**src/rtl/mmsh_pkg.sv**
```systemverilog
// package: channel constants and shared types for the multi-modulus string hash
`default_nettype none
package mmsh_pkg;

  localparam int CHANNELS    = 8;
  localparam int CH_W        = 3;
  localparam int RES_W       = 57;
  localparam int BASE_W      = 17;
  localparam int RECIP_W     = 11;
  localparam int MIN_LEN_DEF = 16;
  localparam logic [63:0] PAD_MULT = 64'd1234567;

  typedef logic [RES_W-1:0] residue_t;

  function automatic residue_t chan_mod(input logic [CH_W-1:0] idx);
    residue_t m;
    case (idx)
      3'd0:    m = 57'd12345678901234567;
      3'd1:    m = 57'd36016490451032542;
      3'd2:    m = 57'd34810446721486217;
      3'd3:    m = 57'd93714874014602824;
      3'd4:    m = 57'd26487108525895710;
      3'd5:    m = 57'd52014709471650140;
      3'd6:    m = 57'd75916586147253187;
      3'd7:    m = 57'd83195614651364815;
      default: m = 57'd12345678901234567;
    endcase
    return m;
  endfunction

  // floor(2^64 / modulus), below 2^11 as every modulus exceeds 2^53
  function automatic logic [RECIP_W-1:0] chan_recip(input logic [CH_W-1:0] idx);
    logic [RECIP_W-1:0] r;
    case (idx)
      3'd0:    r = RECIP_W'(64'hFFFF_FFFF_FFFF_FFFF / 64'd12345678901234567);
      3'd1:    r = RECIP_W'(64'hFFFF_FFFF_FFFF_FFFF / 64'd36016490451032542);
      3'd2:    r = RECIP_W'(64'hFFFF_FFFF_FFFF_FFFF / 64'd34810446721486217);
      3'd3:    r = RECIP_W'(64'hFFFF_FFFF_FFFF_FFFF / 64'd93714874014602824);
      3'd4:    r = RECIP_W'(64'hFFFF_FFFF_FFFF_FFFF / 64'd26487108525895710);
      3'd5:    r = RECIP_W'(64'hFFFF_FFFF_FFFF_FFFF / 64'd52014709471650140);
      3'd6:    r = RECIP_W'(64'hFFFF_FFFF_FFFF_FFFF / 64'd75916586147253187);
      3'd7:    r = RECIP_W'(64'hFFFF_FFFF_FFFF_FFFF / 64'd83195614651364815);
      default: r = RECIP_W'(64'hFFFF_FFFF_FFFF_FFFF / 64'd12345678901234567);
    endcase
    return r;
  endfunction

  function automatic logic [BASE_W-1:0] chan_base(input logic [CH_W-1:0] idx);
    logic [BASE_W-1:0] b;
    case (idx)
      3'd0:    b = 17'd12345;
      3'd1:    b = 17'd83195;
      3'd2:    b = 17'd73914;
      3'd3:    b = 17'd83195;
      3'd4:    b = 17'd87314;
      3'd5:    b = 17'd56418;
      3'd6:    b = 17'd18591;
      3'd7:    b = 17'd34186;
      default: b = 17'd12345;
    endcase
    return b;
  endfunction

endpackage
`default_nettype wire

```
**src/rtl/mmsh_mul.sv**
```systemverilog
// iterative 64x64 multiplier keeping the low 64 bits, one 32x32 product per cycle
`default_nettype none
module mmsh_mul (
  input  wire         clk,
  input  wire         rst,
  input  wire         start,
  input  wire  [63:0] a,
  input  wire  [63:0] b,
  output logic        done,
  output logic [63:0] product
);
  import mmsh_pkg::*;

  logic [63:0] op_a;
  logic [63:0] op_b;
  logic [1:0]  step;
  logic        busy;
  logic [31:0] m_x;
  logic [31:0] m_y;
  logic [63:0] m_p;

  always_comb begin
    case (step)
      2'd0:    begin m_x = op_a[31:0];  m_y = op_b[31:0];  end
      2'd1:    begin m_x = op_a[31:0];  m_y = op_b[63:32]; end
      default: begin m_x = op_a[63:32]; m_y = op_b[31:0];  end
    endcase
    m_p = 64'(m_x) * 64'(m_y);
  end

  always_ff @(posedge clk) begin
    if (rst) begin
      busy <= 1'b0;
      done <= 1'b0;
      step <= 2'd0;
    end else begin
      done <= 1'b0;
      if (start) begin
        op_a <= a;
        op_b <= b;
        step <= 2'd0;
        busy <= 1'b1;
      end else if (busy) begin
        case (step)
          2'd0:    product <= m_p;
          default: product <= product + {m_p[31:0], 32'd0};
        endcase
        if (step == 2'd2) begin
          busy <= 1'b0;
          done <= 1'b1;
        end
        step <= step + 2'd1;
      end
    end
  end
endmodule
`default_nettype wire

```
**config.mk**
```make
export PLATFORM = sky130hd
export DESIGN_NAME = mmsh_mul
export DESIGN_NICKNAME = d
export VERILOG_FILES = /design/src/rtl/mmsh_pkg.sv /design/src/rtl/mmsh_mul.sv
export SDC_FILE = /design/constraint.sdc
export NUM_CORES = 2
export LEC_CHECK = 0
export BUFFER_PORTS_ARGS = -buffer_cell sky130_fd_sc_hd__buf_4
export CAP_MARGIN = 20
export CORE_ASPECT_RATIO = 1.75
export CORE_MARGIN = 3
export CORE_UTILIZATION = 40
export DETAILED_ROUTE_END_ITERATION = 6
export GPL_ROUTABILITY_DRIVEN = 1
export PLACE_DENSITY = 0.67
export SETUP_SLACK_MARGIN = 0.1
export SYNTH_ARGS = -nofsm -noshare
export SYNTH_HDL_FRONTEND = slang
export SYNTH_SLANG_ARGS = --single-unit
```
**constraint.sdc**
```tcl
create_clock -name clk -period 13.69 [get_ports clk]
set_input_delay 2.738 -clock clk [delete_from_list [all_inputs] [get_ports clk]]
set_output_delay 2.738 -clock clk [all_outputs]
set_load 0.01 [all_outputs]
```
==> results.yml <==
run_status:
  outcome: "completed"
detailed_routing:
  drtPass1Iterations: 6
  viasPerCell: 5.50
  drt_iter0_drc: 2321
  vias: 31500
  totalWireLength_mm: 135
  ant_nets: 0
  drc: 0
  avgRoutedWirePerCell_um: 23.6
final_layout:
  syn_to_final_growth_pct: 8.65
  nFillCells: 9800
  final_cells: 5730
  drive_gt1_frac: 0.0854
  register_area_sq_um: 5850
  final_common_cell: "fa_1"
  multi_input_area_sq_um: 31300
  postLayoutCellArea_sq_um: 44600
  final_cell_mix: "fa_1, inv_1, nand2_1"
  layout.nets: 5717
logic_synthesis:
  ys_types: 65
  synth_seq_cells: 196
  synth_enable_flop_cells: 192
  synth_area_sq_um: 41000
  avgSynthCellArea_sq_um: 9.51
  synth_ff_type: "edfxtp_1"
  yosysWarnings: 0
  syn_nets: 5645
  seq_area_frac_synth: 0.142
  async_flop_share: 0
  syn_inst: 4318
min_path:
  hold_start: "step[1]"
  hold_path.class: "flip-flop to flip-flop"
sta:
  fin_crit_ns: 11.40
  rsz0062_at_grt: "no"
  holdWs_ns: 0.572
  finalSetupViolCount: 0
  slew_violations: 0
  max_freq_mhz: 87.7
  relSlewSlack: 0.253
  worstMarginPinSlew_ns: 1.09
  fin_skew_ns: 0.0205
  finalCritPeriodShare: 0.833
  fin_setup_tns_ns: 0
  hold_viol: 0
grt:
  grt-ovfl-total: 0
  grt_max_degree: 100
  grt_usage: 0.260
  grt_pass1_wl_mm: 205
  grt_pass1_vias: 34400
  antenna_found_initial: 1
placed_design:
  io_buffers: 195
  place_area_sq_um: 44000
  routabilityCongestion: 1.03
  dp.cells: 5695
  hpwl_mm: 108
worst_setup_path:
  critical-path-max-stage-delay_ns: 0.94
  arrival_ns: 11.67
  r2r_slack_ns: 2.29
  path_max_fanout: 99
  r2r_start: "step[0]"
  worstPathRequired_ns: 13.96
  cp_common_cell: "fa_1"
  critPathKind: "flip-flop to flip-flop"
  critPathSlowestCell: "mux2i_1"
  critPathLaunchType: "flip-flop"
  critPathCaptureType: "flip-flop"
  crit_start: "step[0]"
clock_tree:
  post-cts-setup-buffers: 0
  cts_buffers: 17
  clockBufferDepth: 2
  cts_tree: "built"
  holdBufCountCts: 0
  root_buffer: "clkbuf_16"
  h-tree-depth: 4
  clk_latency_ns: 0.52
  clk_pin_slew_worst_paths_ns: 0.09
  ctsResizeCount: 0
  clock_sinks: 196
die:
  die_y_um: 430
  placementRows: 154
  io_pins: 196
  start_util: 0.406
  dieWidth_um: 248
  die-area_sq_um: 107000
  core_sq_um: 101000
job:
  maxCapViolCount: 0
==> routing by layer <==
layer	global-route usage	share of wire	wire length, um	vias to the layer above
met3	0.0473	0.076	10300	527
li1	-	-	-	13200
met5	0	0.00012	16	-
met4	0.179	0.087	11700	2
met1	0.284	0.33	44800	16200
met2	0.453	0.51	68300	1568
==> critical path, delay by kind of cell, from the launching register on <==
kind                       cells  cell delay (ns)
AOI/OAI and AO/OA              5             0.61
DFF                            1             0.44
muxes                          1             0.94
buffers and inverters          6             0.71
xor gates and xnor gates       1             0.52
and+or+nand+nor               10             2.60
adders and majority gates     11             5.21
==> sequential cells by signal, indices dropped and copies added, names as in the netlist <==
signal	count
busy	1
done	1
op_a	64
op_b	64
product	64
step	2
==> cell usage after synthesis, types with 50 or more instances <==
cell type | count | area share
a21o_1 | 50 | 0.0091
mux2_2 | 64 | 0.018
nor2_1 | 417 | 0.038
ha_1 | 299 | 0.091
inv_1 | 874 | 0.080
a21oi_1 | 113 | 0.014
edfxtp_1 | 192 | 0.14
fa_1 | 897 | 0.44
and2_1 | 52 | 0.0079
nand2_1 | 729 | 0.067
mux2i_1 | 58 | 0.014
clkbuf_1 | 190 | 0.017
==> layout make-up <==
type                            count  area share
Tap cell                         1326      0.0372
Inverter                          874      0.0736
Timing Repair Buffer              253      0.0429
Clock inverter                     15     0.00393
Sequential cell                   196       0.131
Multi-Input combinational cell   3048       0.702
Antenna cell                        1   0.0000561
Clock buffer                       17     0.00954
==> final timing paths <==
kind	end	cells after the start
max reg2reg	product[63]	34
min reg2reg	step[1]	2
max	product[63]	34
min	step[1]	2
==> kinds of logic (layout without fill, tap and decap cells) <==
family                   after synthesis  after routing  share of synthesized area
AND/OR/NAND/NOR                     1325           1325                      0.131
adder cells (fa/ha/maj)             1196           1196                      0.529
buffers and inverters               1074           1159                     0.0984
AO/OA/AOI/OAI                        322            322                     0.0497
flip-flops                           196            196                      0.142
multiplexers                         122            122                     0.0317
XOR/XNOR                              83             83                     0.0177
other                                  0              1                          0
==> stage by stage <==
step | utilization | setup slack [ns]
after global routing | 0.441 | 1.81
after detailed placement | 0.435 | 2.38
after CTS | 0.441 | 2.33
final | 0.441 | 2.29
after floorplan | - | 3.87
after global placement | 0.435 | 2.54
Power is not shown: default switching activity piles up to over one toggle a cycle in this logic, so the estimate is an artifact.
