<file path="config.mk">
export PLATFORM = sky130hd
export DESIGN_NAME = mmsh_mod
export DESIGN_NICKNAME = d
export VERILOG_FILES = /design/src/rtl/mmsh_pkg.sv /design/src/rtl/mmsh_mod.sv
export SDC_FILE = /design/constraint.sdc
export NUM_CORES = 2
export LEC_CHECK = 0
export BUFFER_PORTS_ARGS = -buffer_cell sky130_fd_sc_hd__buf_2
export CORE_MARGIN = 3
export CORE_UTILIZATION = 60
export DETAILED_ROUTE_END_ITERATION = 7
export PLACE_DENSITY = 0.77
export SKIP_LAST_GASP = 1
export SLEW_MARGIN = 10
export SYNTH_ARGS = -nofsm -noshare
export SYNTH_HDL_FRONTEND = slang
export SYNTH_SLANG_ARGS = --single-unit
</file>
<file path="constraint.sdc">
create_clock -name clk -period 8.8 [get_ports clk]
set_input_delay 1.76 -clock clk [delete_from_list [all_inputs] [get_ports clk]]
set_output_delay 1.76 -clock clk [all_outputs]
set_load 0.01 [all_outputs]
</file>
<file path="src/rtl/mmsh_pkg.sv">
// package: channel constants and shared types for the multi-modulus string hash
`default_nettype none
package mmsh_pkg;

  localparam int CHANNELS    = 8;
  localparam int CH_W        = 3;
  localparam int RES_W       = 57;
  localparam int BASE_W      = 17;
  localparam int RECIP_W     = 11;
  localparam int MIN_LEN_DEF = 16;
  localparam logic [63:0] PAD_MULT = 64'd1234567;

  typedef logic [RES_W-1:0] residue_t;

  function automatic residue_t chan_mod(input logic [CH_W-1:0] idx);
    residue_t m;
    case (idx)
      3'd0:    m = 57'd12345678901234567;
      3'd1:    m = 57'd36016490451032542;
      3'd2:    m = 57'd34810446721486217;
      3'd3:    m = 57'd93714874014602824;
      3'd4:    m = 57'd26487108525895710;
      3'd5:    m = 57'd52014709471650140;
      3'd6:    m = 57'd75916586147253187;
      3'd7:    m = 57'd83195614651364815;
      default: m = 57'd12345678901234567;
    endcase
    return m;
  endfunction

  // floor(2^64 / modulus), below 2^11 as every modulus exceeds 2^53
  function automatic logic [RECIP_W-1:0] chan_recip(input logic [CH_W-1:0] idx);
    logic [RECIP_W-1:0] r;
    case (idx)
      3'd0:    r = RECIP_W'(64'hFFFF_FFFF_FFFF_FFFF / 64'd12345678901234567);
      3'd1:    r = RECIP_W'(64'hFFFF_FFFF_FFFF_FFFF / 64'd36016490451032542);
      3'd2:    r = RECIP_W'(64'hFFFF_FFFF_FFFF_FFFF / 64'd34810446721486217);
      3'd3:    r = RECIP_W'(64'hFFFF_FFFF_FFFF_FFFF / 64'd93714874014602824);
      3'd4:    r = RECIP_W'(64'hFFFF_FFFF_FFFF_FFFF / 64'd26487108525895710);
      3'd5:    r = RECIP_W'(64'hFFFF_FFFF_FFFF_FFFF / 64'd52014709471650140);
      3'd6:    r = RECIP_W'(64'hFFFF_FFFF_FFFF_FFFF / 64'd75916586147253187);
      3'd7:    r = RECIP_W'(64'hFFFF_FFFF_FFFF_FFFF / 64'd83195614651364815);
      default: r = RECIP_W'(64'hFFFF_FFFF_FFFF_FFFF / 64'd12345678901234567);
    endcase
    return r;
  endfunction

  function automatic logic [BASE_W-1:0] chan_base(input logic [CH_W-1:0] idx);
    logic [BASE_W-1:0] b;
    case (idx)
      3'd0:    b = 17'd12345;
      3'd1:    b = 17'd83195;
      3'd2:    b = 17'd73914;
      3'd3:    b = 17'd83195;
      3'd4:    b = 17'd87314;
      3'd5:    b = 17'd56418;
      3'd6:    b = 17'd18591;
      3'd7:    b = 17'd34186;
      default: b = 17'd12345;
    endcase
    return b;
  endfunction

endpackage
`default_nettype wire

</file>
<file path="src/rtl/mmsh_mod.sv">
// reducer: 64-bit value modulo a 57-bit constant by reciprocal estimate and correction
`default_nettype none
module mmsh_mod (
  input  wire                          clk,
  input  wire                          rst,
  input  wire                          start,
  input  wire  [63:0]                  x,
  input  mmsh_pkg::residue_t           m,
  input  wire  [mmsh_pkg::RECIP_W-1:0] recip,
  output logic                         done,
  output mmsh_pkg::residue_t           rem
);
  import mmsh_pkg::*;

  localparam int SHIFT = 43;
  localparam int XT_W  = 64 - SHIFT;
  localparam int QP_W  = XT_W + RECIP_W;
  localparam int QM_W  = RECIP_W + RES_W;
  localparam int PT_W  = RES_W + 2;

  logic [63:0]        val;
  residue_t           md;
  logic [RECIP_W-1:0] rc;
  logic [RECIP_W-1:0] q;
  logic [PT_W-1:0]    part;
  logic [1:0]         step;
  logic               busy;
  logic [QP_W-1:0]    q_prod;
  logic [QM_W-1:0]    qm;
  logic [PT_W-1:0]    diff;
  logic [PT_W-1:0]    m1;
  logic [PT_W-1:0]    m2;
  residue_t           fixed;

  always_comb begin
    // estimate never exceeds the true quotient and falls short by at most two
    q_prod = QP_W'(val[63:SHIFT]) * QP_W'(rc);
    qm     = QM_W'(q) * QM_W'(md);
    // remainder estimate is below three moduli, so the low bits suffice
    diff   = val[PT_W-1:0] - qm[PT_W-1:0];
    m1     = {2'b00, md};
    m2     = {1'b0, md, 1'b0};
    if (part >= m2)      fixed = residue_t'(part - m2);
    else if (part >= m1) fixed = residue_t'(part - m1);
    else                 fixed = part[RES_W-1:0];
  end

  always_ff @(posedge clk) begin
    if (rst) begin
      busy <= 1'b0;
      done <= 1'b0;
      step <= 2'd0;
    end else begin
      done <= 1'b0;
      if (start) begin
        val  <= x;
        md   <= m;
        rc   <= recip;
        step <= 2'd0;
        busy <= 1'b1;
      end else if (busy) begin
        case (step)
          2'd0:    q    <= q_prod[QP_W-1:XT_W];
          2'd1:    part <= diff;
          default: begin
            rem  <= fixed;
            busy <= 1'b0;
            done <= 1'b1;
          end
        endcase
        step <= step + 2'd1;
      end
    end
  end
endmodule
`default_nettype wire

</file>
==> impl_results.md <==
- Data required, critical path: 9.14 ns
- Clk slew on worst S/H paths: 0.06 ns
- TritonCTS clock tree: done
- Num CTS Buffers: 31
- # nets final: 5470
- Initial antenna violation count: 0
- Worst Path Max Fanout: 19
- N_diodes: 0
- CTS Sinks: 263
- DPL Wire Length: 82.8 mm
- PortBufs: 192
- Synth unique cells: 88
- WP buf/inv: 4
- Xor/xnor share of the synthesized area: 3.97%
- Worst Hold Class: register to register
- Final hold vios: 0
- # IOs: 193
- DRC Markers: 0
- Total Routing Usage GR: 30.5%
- Cells after synthesis: 4353
- Worst-path cell chain: buf_4 -> and2_1 -> fa_1 -> fa_1 -> inv_1 -> fa_1 -> fa_1 -> inv_1 -> fa_1 -> inv_1 -> ha_1 -> a21oi_1 -> o21ai_0 -> a2111oi_0 -> a211o_1 -> o211a_1 -> nand2b_1 -> a21o_1 -> a21oi_1 -> o21a_1 -> a21oi_1 -> xor2_1
- Crit-path max cell delay: 0.96 ns
- Post-Synth Simple-Gate Area: 15.2%
- Final ANT Viol Nets: 0
- Total gr overflow: 0
- Pre-antenna DRT Iters: 6
- CP Launch Type: register
- H-tree lvl count: 1
- Clock root buffer: clkbuf_16
- Tcrit/Tclk final: 85.6%
- Die W: 266 um
- Worst-margin pin slew: 1.13 ns
- Largest net degree at the start of global routing: 109
- Primary FF master, synth: edfxtp_1
- Share of layout cells above drive strength 1: 6.99%
- Post-CTS sizing: 0
- Mux cell area share after synthesis: 0.330%
- Hold Buf Count CTS: 0
- Endpoints failing setup: 0
- Worst path arrival time: 7.87 ns
- Initial Util: 61.1%
- Vias per cell: 5.83
- Synth top cells by count: 756 x nand2_1, 694 x inv_1, 688 x fa_1
- Synthesis Warnings: 0
- Syn nets: 5442
- Clock Skew: 0.0206 ns
- Cell family with most CP delay: adder cells
- First-pass GRT wire length: 170 mm
- CTS max path bufs: 3
- RSZ-0062 raised after global routing: no
- Setup CP Type: register to register
- Setup repair bufs after CTS: 0
- Yosys top cell area share: 33.9%
- Slowest stage cell on the critical path: a2111oi_0
- Initial detailed-routing violation count: 2777
- Critical path's most frequent cell: fa_1
- Outcome: finished clean
- Most frequent cell after synthesis: nand2_1
- Main combinational cell family by area after synthesis: adder cells
- Max-slew violation count: 0
- Max-Cap Viols: 0
- Routed WL: 104 mm
- Area of the mapped netlist: 40600 sq um
- Flops & latches, synth: 263
- Setup TNS: 0 ns
- FP Rows: 94
- Die Ht: 266 um
- Area leader, netlist: fa_1
- Core ar.: 66500 sq um
- Min Tclk post-route: 7.53 ns
- Synth-to-Final Area Change: 6.09%
- Die area: 70800 sq um
- Rel. slew slack: 23.0%
- Fmax: 133 MHz
- Synth area leaders: fa_1 34%, edfxtp_1 19%, ha_1 8.2%
- Vias in the first global route: 31719
- Asr flop ratio synth: 0%
- Vias post-DR: 30698
- Gp weighted congestion: 0.929
- Sequential fraction of the synthesis area: 19.3%
- Compound-Gate Fraction of Synth Area: 10.4%
- Post-synth EDFFs: 259
- Worst-Skew Late Latency: 0.60 ns
- Routed wire length per instance: 19.8 um
- Avg Cell Area, Syn: 9.33 sq um
- Post-Synth Adder-Cell Area: 42.1%
- CP Capture Type: register
metal layers:
layer  vias up  share of wire (%)  global-route usage (%)
met4         0                3.2                    8.24
met3       217                 11                    8.09
met5         -                  0                       0
met1     15023                 42                    44.7
met2      1551                 43                    45.4
li1      13907                  -                       -
per-stage QoR:
step	setup slack, ns	area (sq um)	instances	hold WS, ns	util [%]
finish	1.27	43100	5269	0.550	64.8
detailed placement	1.39	42000	5212	0.540	63.2
global placement	1.53	42000	5212	0.524	63.2
CTS	1.35	43100	5269	0.552	64.8
floorplan	0.921	40600	4353	0.494	-
global route	0.931	43100	5269	0.591	64.8
kinds of logic after synthesis:
group | count (synthesis)
flops | 263
simple gates | 1345
mux | 13
xor+xnor | 184
buf+inv | 916
fa+ha+maj | 954
compound gates | 678
layout by cell type (no fill, tap or decap), types with 22 or more instances in the layout:
cell type,netlist,layout
xor2_1,72,72
a21o_1,86,86
a31oi_1,29,28
nor3_1,25,24
buf_4,1,25
ha_1,266,266
o21a_1,22,22
o21ai_0,187,187
inv_1,694,694
nor2_1,127,126
nand2b_1,22,22
nand2_1,756,756
xnor2_1,112,112
a21oi_1,194,194
nand4_1,32,32
and2_1,276,276
fa_1,688,688
clkbuf_16,0,31
o21bai_1,29,29
edfxtp_1,259,259
nand3_1,35,35
buf_2,8,192
cell type report:
class / count / area [sq um]
Fill cell: 5330 / 23400
Clock inverter: 19 / 279
Inverter: 694 / 2610
Clock buffer: 38 / 812
Timing Repair Buffer: 217 / 1150
Sequential cell: 263 / 7860
Multi-Input combinational cell: 3174 / 29300
Tap cell: 864 / 1080
path summary, 6_finish.rpt:
path / startpoint / end / slack, ns / cells past startpoint
setup reg to reg: q[4] / part[55] / 1.27 / 22
setup / recovery: q[4] / part[55] / 1.27 / 22
hold reg to reg: step[1] / step[1] / 0.55 / 2
hold / removal: step[1] / step[1] / 0.55 / 2
registers in the layout, summed over array words and instances (netlist names):
register / flops
rc: 11
step: 2
part: 59
val: 64
busy: 1
md: 57
rem: 57
done: 1
q: 11
worst register-to-register path: stages, from the launching register on:
cell,delay [ns]
edfxtp_1,0.83
buf_4,0.33
and2_1,0.18
fa_1,0.42
fa_1,0.52
inv_1,0.06
fa_1,0.46
fa_1,0.54
inv_1,0.06
fa_1,0.54
inv_1,0.05
ha_1,0.40
a21oi_1,0.22
o21ai_0,0.13
a2111oi_0,0.96
a211o_1,0.28
o211a_1,0.19
nand2b_1,0.08
a21o_1,0.23
a21oi_1,0.34
o21a_1,0.24
a21oi_1,0.09
xor2_1,0.14
Power is not shown: default switching activity piles up to over one toggle a cycle in this logic, so the estimate is an artifact.
